$ cat src/hdl/property_logical_line_reader_unit_assert.svh
// Assertion helpers for the logical line reader.
// All three expect clk and arst_n in scope.
`ifndef PROPERTY_LOGICAL_LINE_READER_UNIT_ASSERT_SVH
`define PROPERTY_LOGICAL_LINE_READER_UNIT_ASSERT_SVH

// cond must hold at every edge outside reset
`define PLR_ASSERT_ALWAYS(label, cond, msg) \
	label: assert property (@(posedge clk) disable iff (!arst_n) (cond)) else $error(msg);

// ante implies cons in the same cycle
`define PLR_ASSERT_IMPL(label, ante, cons, msg) \
	label: assert property (@(posedge clk) disable iff (!arst_n) (ante) |-> (cons)) \
		else $error(msg);

// ante implies cons in the next cycle
`define PLR_ASSERT_NEXT(label, ante, cons, msg) \
	label: assert property (@(posedge clk) disable iff (!arst_n) (ante) |=> (cons)) \
		else $error(msg);

`endif

$ cat src/hdl/plr_pkg.sv
package plr_pkg;

	localparam logic [7:0] CharBslash = 8'h5C;
	localparam logic [7:0] CharCr     = 8'h0D;
	localparam logic [7:0] CharLf     = 8'h0A;
	localparam logic [7:0] CharTab    = 8'h09;
	localparam logic [7:0] CharFf     = 8'h0C;
	localparam logic [7:0] CharSpace  = 8'h20;

	localparam int MaxCommentChars = 4;

	localparam logic [31:0] CommentCharsReset = 32'h0000_2123;
	localparam logic [2:0]  CommentCountReset = 3'd2;

	typedef enum logic [1:0] {
		CFG_COMMENT_CHARS   = 2'd0,
		CFG_COMMENT_COUNT   = 2'd1,
		CFG_INLINE_COMMENTS = 2'd2
	} cfg_idx_t;

	typedef enum logic [1:0] {
		KIND_CHAR = 2'd0,
		KIND_EOL  = 2'd1,
		KIND_EOI  = 2'd2
	} kind_t;

	typedef struct packed {
		logic [31:0] comment_chars;
		logic [2:0]  comment_count;
		logic        inline_comments;
	} cfg_t;

	typedef struct packed {
		logic       skip_blanks;
		logic       in_comment_line;
		logic       inline_cut;
		logic       at_line_start;
		logic       after_join;
		logic       odd_backslash_held;
		logic       drop_next_lf;
		logic [1:0] line_length_sat;
	} line_state_t;

	localparam line_state_t LineReset = '{
		skip_blanks: 1'b1, in_comment_line: 1'b0, inline_cut: 1'b0,
		at_line_start: 1'b1, after_join: 1'b0, odd_backslash_held: 1'b0,
		drop_next_lf: 1'b0, line_length_sat: 2'd0
	};

	typedef struct packed {
		logic [7:0] out_byte;
		kind_t      kind;
		logic       last;
	} result_t;

	// up to two results from one input beat
	typedef struct packed {
		logic [1:0] count;
		result_t    r0;
		result_t    r1;
	} push_t;

	function automatic logic is_indicator(input cfg_t cfg, input logic [7:0] c);
		logic [2:0] n;
		logic       hit;
		n = (cfg.comment_count > 3'(MaxCommentChars)) ? 3'(MaxCommentChars)
			: cfg.comment_count;
		hit = 1'b0;
		for (int i = 0; i < MaxCommentChars; i++) begin
			if (3'(i) < n && cfg.comment_chars[8*i +: 8] == c)
				hit = 1'b1;
		end
		return hit;
	endfunction

endpackage

$ cat src/hdl/plr_core.sv
module plr_core (
	input  logic                clk,
	input  logic                arst_n,
	input  plr_pkg::cfg_t       cfg,
	input  logic                in_valid,
	output logic                in_ready,
	input  logic [7:0]          char_byte,
	input  logic                end_of_input,
	input  logic                room,
	output plr_pkg::push_t      push
);

	logic                 valid_s1;
	logic [7:0]           byte_s1;
	logic                 eoi_s1;
	logic                 fire;
	plr_pkg::line_state_t st_q;
	plr_pkg::line_state_t st_d;
	plr_pkg::push_t       res;
	logic                 done;
	logic                 blank;
	logic                 brk;
	logic                 ind;

	assign fire     = valid_s1 && room;
	assign in_ready = !valid_s1 || fire;

	always_ff @(posedge clk or negedge arst_n) begin
		if (!arst_n) begin
			valid_s1 <= 1'b0;
		end else if (in_ready) begin
			valid_s1 <= in_valid;
		end
	end

	always_ff @(posedge clk) begin
		if (in_ready && in_valid) begin
			byte_s1 <= char_byte;
			eoi_s1  <= end_of_input;
		end
	end

	assign blank = byte_s1 == plr_pkg::CharSpace || byte_s1 == plr_pkg::CharTab
		|| byte_s1 == plr_pkg::CharFf;
	assign brk   = byte_s1 == plr_pkg::CharCr || byte_s1 == plr_pkg::CharLf;
	assign ind   = plr_pkg::is_indicator(cfg, byte_s1);

	always_comb begin
		st_d     = st_q;
		res      = '0;
		res.r0.kind = plr_pkg::KIND_CHAR;
		res.r1.kind = plr_pkg::KIND_CHAR;
		done     = 1'b0;
		if (eoi_s1) begin
			if (st_q.line_length_sat == 2'd0 || st_q.in_comment_line) begin
				res.count   = 2'd1;
				res.r0.kind = plr_pkg::KIND_EOI;
			end else if (st_q.odd_backslash_held) begin
				res.count       = 2'd2;
				res.r0.out_byte = plr_pkg::CharBslash;
				res.r1.kind     = plr_pkg::KIND_EOL;
			end else begin
				res.count   = 2'd1;
				res.r0.kind = plr_pkg::KIND_EOL;
			end
			st_d = plr_pkg::LineReset;
		end else begin
			if (st_q.drop_next_lf) begin
				st_d.drop_next_lf = 1'b0;
				if (byte_s1 == plr_pkg::CharLf)
					done = 1'b1;
			end
			if (!done && st_d.skip_blanks) begin
				if (blank) begin
					done = 1'b1;
				end else if (!st_d.after_join && brk) begin
					done = 1'b1;
				end else begin
					st_d.skip_blanks = 1'b0;
					st_d.after_join  = 1'b0;
				end
			end
			if (!done && st_d.at_line_start) begin
				st_d.at_line_start = 1'b0;
				if (ind) begin
					st_d.in_comment_line = 1'b1;
					done = 1'b1;
				end
			end
			if (!done && cfg.inline_comments && !st_d.in_comment_line && !st_d.inline_cut
				&& !st_d.odd_backslash_held && ind) begin
				st_d.inline_cut = 1'b1;
				done = 1'b1;
			end
			if (!done && !brk) begin
				done = 1'b1;
				if (!st_d.in_comment_line && !st_d.inline_cut) begin
					if (st_d.line_length_sat != 2'd3)
						st_d.line_length_sat = st_d.line_length_sat + 2'd1;
					if (byte_s1 == plr_pkg::CharBslash) begin
						if (st_d.odd_backslash_held) begin
							res.count       = 2'd2;
							res.r0.out_byte = plr_pkg::CharBslash;
							res.r1.out_byte = plr_pkg::CharBslash;
						end
						st_d.odd_backslash_held = !st_d.odd_backslash_held;
					end else if (st_d.odd_backslash_held) begin
						res.count       = 2'd2;
						res.r0.out_byte = plr_pkg::CharBslash;
						res.r1.out_byte = byte_s1;
						st_d.odd_backslash_held = 1'b0;
					end else begin
						res.count       = 2'd1;
						res.r0.out_byte = byte_s1;
					end
				end
			end
			if (!done) begin
				if (st_d.in_comment_line || st_d.line_length_sat == 2'd0) begin
					st_d = plr_pkg::LineReset;
				end else if (st_d.odd_backslash_held) begin
					// line join: drop the backslash, CR LF is one break
					st_d.line_length_sat    = st_d.line_length_sat - 2'd1;
					st_d.skip_blanks        = 1'b1;
					st_d.after_join         = 1'b1;
					st_d.odd_backslash_held = 1'b0;
					st_d.drop_next_lf       = byte_s1 == plr_pkg::CharCr;
				end else begin
					res.count   = 2'd1;
					res.r0.kind = plr_pkg::KIND_EOL;
					st_d = plr_pkg::LineReset;
				end
			end
		end
		if (res.count == 2'd1)
			res.r0.last = 1'b1;
		if (res.count == 2'd2)
			res.r1.last = 1'b1;
		if (!fire)
			res.count = 2'd0;
	end

	always_ff @(posedge clk or negedge arst_n) begin
		if (!arst_n) begin
			st_q <= plr_pkg::LineReset;
		end else if (fire) begin
			st_q <= st_d;
		end
	end

	assign push = res;

endmodule

$ cat src/hdl/plr_fifo.sv
module plr_fifo (
	input  logic               clk,
	input  logic               arst_n,
	input  plr_pkg::push_t     push,
	output logic               room,
	output logic [2:0]         level,
	output logic               out_valid,
	input  logic               out_ready,
	output plr_pkg::result_t   head
);

	localparam int Depth = 4;

	plr_pkg::result_t mem_q [Depth];
	logic [1:0]       wr_q;
	logic [1:0]       rd_q;
	logic [2:0]       count_q;
	logic             pop;

	assign out_valid = count_q != 3'd0;
	assign pop       = out_valid && out_ready;
	assign room      = count_q <= 3'(Depth - 2);
	assign head      = mem_q[rd_q];
	assign level     = count_q;

	always_ff @(posedge clk or negedge arst_n) begin
		if (!arst_n) begin
			wr_q    <= '0;
			rd_q    <= '0;
			count_q <= '0;
		end else begin
			wr_q    <= wr_q + push.count;
			rd_q    <= rd_q + 2'(pop);
			count_q <= count_q + 3'(push.count) - 3'(pop);
		end
	end

	always_ff @(posedge clk) begin
		if (push.count != 2'd0)
			mem_q[wr_q] <= push.r0;
		if (push.count == 2'd2)
			mem_q[wr_q + 2'd1] <= push.r1;
	end

endmodule

$ cat src/hdl/property_logical_line_reader_unit.sv
// Logical line reader for property text.
// Input channel (in_valid/in_ready): one beat per byte in char_byte; a beat with
// end_of_input set closes the pending line and char_byte is ignored.
// Output channel (out_valid/out_ready): one beat per result. kind 0 carries a line
// character in out_byte, kind 1 ends a logical line, kind 2 reports end of input
// with no line pending. last marks the final result caused by one input beat.
// A byte can yield zero, one or two results (a held backslash plus the byte).
// Config: cfg_we writes cfg_data into register cfg_index (0 comment bytes,
// 1 comment count, 2 inline comment enable); write only while the block is idle.
// A beat's first result is offered after the input register and the result queue.
// Throughput: one input beat per cycle while the queue has room; the queue drains
// one beat per cycle, so a long run of two-result bytes is paced by the output port.
// A four-entry result queue sits between the line logic and the output, and the
// input register keeps taking beats while the queue has room for two results.
// On out_ready low, the queue fills and then in_ready falls.
// Reset clears all line state, empties the queue and restores the default config.
module property_logical_line_reader_unit (
	input  logic        clk,
	input  logic        arst_n,
	input  logic        in_valid,
	output logic        in_ready,
	input  logic [7:0]  char_byte,
	input  logic        end_of_input,
	output logic        out_valid,
	input  logic        out_ready,
	output logic [7:0]  out_byte,
	output logic [1:0]  kind,
	output logic        last,
	input  logic        cfg_we,
	input  logic [1:0]  cfg_index,
	input  logic [31:0] cfg_data
);

	plr_pkg::cfg_t    cfg_q;
	plr_pkg::push_t   push;
	plr_pkg::result_t head;
	logic             room;
	logic [2:0]       level;

	always_ff @(posedge clk or negedge arst_n) begin
		if (!arst_n) begin
			cfg_q.comment_chars   <= plr_pkg::CommentCharsReset;
			cfg_q.comment_count   <= plr_pkg::CommentCountReset;
			cfg_q.inline_comments <= 1'b0;
		end else if (cfg_we) begin
			case (cfg_index)
				plr_pkg::CFG_COMMENT_CHARS:   cfg_q.comment_chars   <= cfg_data;
				plr_pkg::CFG_COMMENT_COUNT:   cfg_q.comment_count   <= cfg_data[2:0];
				plr_pkg::CFG_INLINE_COMMENTS: cfg_q.inline_comments <= cfg_data[0];
				default: ;
			endcase
		end
	end

	plr_core u_core (
		.clk          (clk),
		.arst_n       (arst_n),
		.cfg          (cfg_q),
		.in_valid     (in_valid),
		.in_ready     (in_ready),
		.char_byte    (char_byte),
		.end_of_input (end_of_input),
		.room         (room),
		.push         (push)
	);

	plr_fifo u_fifo (
		.clk       (clk),
		.arst_n    (arst_n),
		.push      (push),
		.room      (room),
		.level     (level),
		.out_valid (out_valid),
		.out_ready (out_ready),
		.head      (head)
	);

	assign out_byte = head.out_byte;
	assign kind     = head.kind;
	assign last     = head.last;

`include "property_logical_line_reader_unit_assert.svh"

	`PLR_ASSERT_ALWAYS(a_level_bound, level <= 3'd4, "result queue overflow")
	`PLR_ASSERT_IMPL(a_marker_byte, out_valid && kind != plr_pkg::KIND_CHAR,
		out_byte == 8'd0 && last, "end marker with data or not last")
	`PLR_ASSERT_IMPL(a_push_room, push.count != 2'd0, level <= 3'd2,
		"results pushed without room")
	`PLR_ASSERT_NEXT(a_valid_empty, level == 3'd0 && push.count == 2'd0, !out_valid,
		"output valid with empty queue")

endmodule
$ cat config.mk
export PLATFORM = sky130hd
export DESIGN_NAME = property_logical_line_reader_unit
export DESIGN_NICKNAME = d
export VERILOG_FILES = /design/src/hdl/plr_pkg.sv /design/src/hdl/plr_core.sv /design/src/hdl/plr_fifo.sv /design/src/hdl/property_logical_line_reader_unit.sv
export VERILOG_INCLUDE_DIRS = /design/src /design/src/hdl
export SDC_FILE = /design/constraint.sdc
export NUM_CORES = 1
export LEC_CHECK = 0
export BUFFER_PORTS_ARGS = -buffer_cell sky130_fd_sc_hd__buf_2
export CELL_PAD_IN_SITES_DETAIL_PLACEMENT = 0
export CELL_PAD_IN_SITES_GLOBAL_PLACEMENT = 2
export CORE_MARGIN = 4
export CORE_UTILIZATION = 35
export DETAILED_ROUTE_END_ITERATION = 7
export PLACE_DENSITY = 0.8
export SLEW_MARGIN = 5
export SYNTH_ARGS = -nofsm -noshare
export SYNTH_HDL_FRONTEND = slang
export SYNTH_HIERARCHICAL = 1
export SYNTH_SLANG_ARGS = --single-unit
$ cat constraint.sdc
create_clock -name clk -period 11.9 [get_ports clk]
set_input_delay 1.785 -clock clk [delete_from_list [all_inputs] [get_ports clk]]
set_output_delay 1.785 -clock clk [all_outputs]
set_load 0.005 [all_outputs]
==> summary.md <==
| Metric | Value |
|---|---|
| Status | `finished, final reports clean` |
| Die ar. | `roughly 19000 um2` |
| Power Internal | `around 880 uW` |
| P_sw | `407 uW` |
| Gpl congestion | `0.790` |
| Drt pass-1 iters | `4` |
| Crit Path Class | `reg -> reg` |
| Number of buffers created by CTS | `9` |
| Hold path depth | `2` |
| Synth cell types | `72` |
| Combinational share of power | `30.6%` |
| Final Util | `40.5%` |
| Row count | `46` |
| Synth top area cells | `edfxtp_1, dfrtp_1, mux2_2` |
| Reg2Reg Launch Point | `u_core/byte_s1[7]` |
| Slowest-stage cell, CP | `nor2b_1` |
| Predominant post-synthesis flop cell | `edfxtp_1` |
| Largest net degree at the start of global routing | `54` |
| Register-to-register path setup slack | `6.91 ns` |
| Diodes inserted | `0` |
| Worst Skew | `0.00982 ns` |
| EDFF count, synth | `53` |
| RSZ-0062 raised after global routing | `false` |
| IO Count | `between 60 and 70` |
| # setup viols final | `0` |
| Max clock buf depth | `2` |
| Sequential area share after synthesis | `50.3%` |
| Initial Util | `36.2%` |
| Largest area contributor in the netlist | `edfxtp_1` |
| CTS tree | `done` |
| Chip Width | `137 um` |
| DRT iter0 DRCs | `139` |
| Worst EP required | `11.87 ns` |
| Worst Hold Launch | `u_core/st_q[2]` |
| Crit Path Max Fanout | `11` |
| Hpwl dp | `9.11 mm` |
| Core box area | `16100 um2` |
| Syn-to-layout area delta | `11.9%` |
| Congestion Overflow GR | `0` |
| CTS Root Cell | `clkbuf_16` |
| Routed len/inst | `~18 um` |
| Clk Latency, worst-skew pair | `0.36 ns` |
| Top-area cell type share of the netlist area | `between 20 and 30%` |
| CP bufs+invs | `1` |
| WHS Endpoint | `u_core/st_q[2]` |
| Post-cts hold buffer count | `0` |
| Seq pwr share | `a little under half` |
| Design Power | `1290 uW` |
| Vias/cell | `4.98` |
| Worst hold path type | `reg -> reg` |
| ANT nets after route | `0` |
| WP data arrival | `~5.0 ns` |
| Final worst path period share | `41.9%` |
| Wirelength, routed | `12.4 mm` |
| Post-CTS Setup Bufs | `0` |
| Post-synth net total | `470` |
| CP max stage delay | `between 0.9 and 1 ns` |
| Slew headroom | `19.3%` |
| Chip Height | `~140 um` |
| Mean Syn Cell Area | `13.9 um2` |
| Asr flop ratio synth | `between 50% and 60%` |
| Synth Register Bits | `106` |
| Switching share of power | `31.7%` |
| Worst-path cell chain | `xor2_1 -> nor4_1 -> nand4_1 -> o31ai_1 -> o22a_4 -> or4_1 -> and2_1 -> inv_1 -> ha_1 -> nor2_1 -> a221oi_1 -> a211oi_1 -> mux2i_1 -> nor2b_1` |
| Final layout net count | `518` |
| Synth warnings | `6` |
| Final slew viol count | `0` |
| Clock share of power | `23.6%` |
| DRC viols | `0` |
| Via count | `3416` |
| Total Routing Usage GR | `14.0%` |
| Max_cap viols | `0` |
| Final TNS setup | `0 ns` |
| H-tree depth | `3` |
| Clock sinks | `between 100 and 150` |
| Port Buffers | `60` |
| Vias in the first global route | `around 3600` |
| Worst-Margin Slew | `around 1.2 ns` |
| Worst reg2reg path endpoint | `u_fifo/mem_q[3][4]` |
| CP endpoint kind | `register` |
| First-pass GRT wire length | `19.9 mm` |
| Period minus WS final | `4.99 ns` |
| CTS resizes | `0` |
| VDD IR max | `0.103 mV` |
| Post-Syn Instances | `417` |
| PwrDens | `198 nW/um2` |
| Initial antenna violation count | `0` |
| Max Clk Rate | `between 200 and 250 MHz` |
| Startpoint Class | `register` |
| Leakage | `0.00251 uW` |
| Clock-pin slew on the worst setup and hold paths | `approximately 0.07 ns` |
| Fin. Hold Viols | `0` |
| FF-to-FF path depth | `14` |
| Layout cell share with drive strength beyond 1 | `40.9%` |
| Syn Std Cell Area | `5820 um2` |
| CP delay by family, top | `simple AND/OR/NAND/NOR gates` |
-- registers in the layout (all words and copies together) (netlist names) --
register / count
cfg_q: 36
u_fifo/level: 3
u_core/eoi_s1: 1
u_core/st_q: 9
u_core/valid_s1: 1
u_core/byte_s1: 8
u_fifo/rd_q: 2
u_fifo/wr_q: 2
u_fifo/mem_q: 44
-- logic make-up after synthesis --
family / share of synthesized area [%]
AO/OA/AOI/OAI: 5.87
multiplexers: 21.6
AND/OR/NAND/NOR: 10.9
flip-flops: 50.3
other: 0.0645
adder cells (fa/ha/maj): 1.20
buffers and inverters: 4.11
XOR/XNOR: 5.87
-- Yosys cell counts, types with 5 or more instances --
library cell	instances
and3_1	13
nor3b_1	5
o21a_1	5
nand2_1	10
dfstp_2	8
edfxtp_1	53
nor2_1	9
inv_1	9
and2_1	6
mux2_2	57
buf_6	10
xor2_1	15
buf_4	7
o21ai_0	7
mux4_2	11
mux2_4	21
nor3_1	7
a21oi_1	8
dfrtp_1	45
xnor2_1	24
-- power groups by stage --
stage / registers (uW) / clock network (uW) / logic (uW)
final: 590 / 303 / 393
after detailed placement: 600 / 0 / 399
after global placement: 594 / 0 / 392
after floorplan: 537 / 0 / 340
after CTS: 593 / 310 / 401
after global routing: 605 / 324 / 434
-- metrics by stage --
stage                     hold slack [ns]  std cells  instance area (um2)  worst slack (ns)
after CTS                           0.529        686                 6510              6.86
final                               0.522        686                 6510              6.91
after detailed placement            0.515        670                 6200              6.89
after global placement              0.504        670                 6200              7.05
after floorplan                     0.471        417                 5820              7.56
after global routing                0.540        686                 6510              6.46
-- worst reg2reg max path: stages, from the launching register on --
cell	delay, ns
edfxtp_1	0.58
xor2_1	0.26
nor4_1	0.30
nand4_1	0.15
o31ai_1	0.16
o22a_4	0.29
or4_1	0.14
and2_1	0.15
inv_1	0.05
ha_1	0.20
nor2_1	0.12
a221oi_1	0.11
a211oi_1	0.91
mux2i_1	0.22
nor2b_1	0.97
-- worst max-delay path by stage --
stage                            from            endpoint  slack (ns)  depth (start not counted)
floorplan           u_core/byte_s1[0]  u_fifo/mem_q[0][0]        7.56                         15
global placement    u_core/byte_s1[7]  u_fifo/mem_q[3][4]        7.05                         13
detailed placement  u_core/byte_s1[7]  u_fifo/mem_q[3][8]        6.89                         14
CTS                 u_core/byte_s1[7]  u_fifo/mem_q[3][4]        6.86                         14
global route        u_core/byte_s1[7]  u_fifo/mem_q[3][5]        6.46                         13
finish              u_core/byte_s1[7]  u_fifo/mem_q[3][4]        6.91                         14
-- metal layers --
| layer | share of wire (%) | GRT usage [%] | up-vias |
|---|---|---|---|
| li1 | - | - | 1664 |
| met1 | 45 | 17.6 | 1686 |
| met2 | 50 | 24.1 | 57 |
| met3 | 3.2 | 3.42 | 9 |
| met4 | 1.3 | 3.99 | 0 |
| met5 | 0 | 0 | - |
-- cell usage in the layout, fill, tap and decap left out, drive strengths merged, types with 4 or more instances in the layout --
| master | count |
|---|---|
| mux4 | 11 |
| nor3 | 8 |
| edfxtp | 53 |
| xnor2 | 24 |
| mux2 | 80 |
| dfstp | 8 |
| nor4 | 4 |
| a21oi | 8 |
| xor2 | 15 |
| o21ai | 11 |
| o21a | 6 |
| nor2 | 9 |
| and3 | 13 |
| ha | 4 |
| nand2 | 10 |
| nand2b | 4 |
| buf | 63 |
| inv | 10 |
| dfrtp | 45 |
| nor3b | 8 |
| and2 | 6 |
| clkbuf | 13 |
| nor4b | 4 |
-- cell type report --
| cell class | count | area (um2) |
|---|---|---|
| repair buffers | 63 | 323 |
| well taps | 216 | 270 |
| clock inverters | 3 | 48.8 |
| fillers | 1514 | 9550 |
| multi-input cells | 276 | 2650 |
| clock buffers | 13 | 254 |
| flip-flops and latches | 106 | 2930 |
| inverters | 9 | 33.8 |
Power figures use the tool's default switching activity.
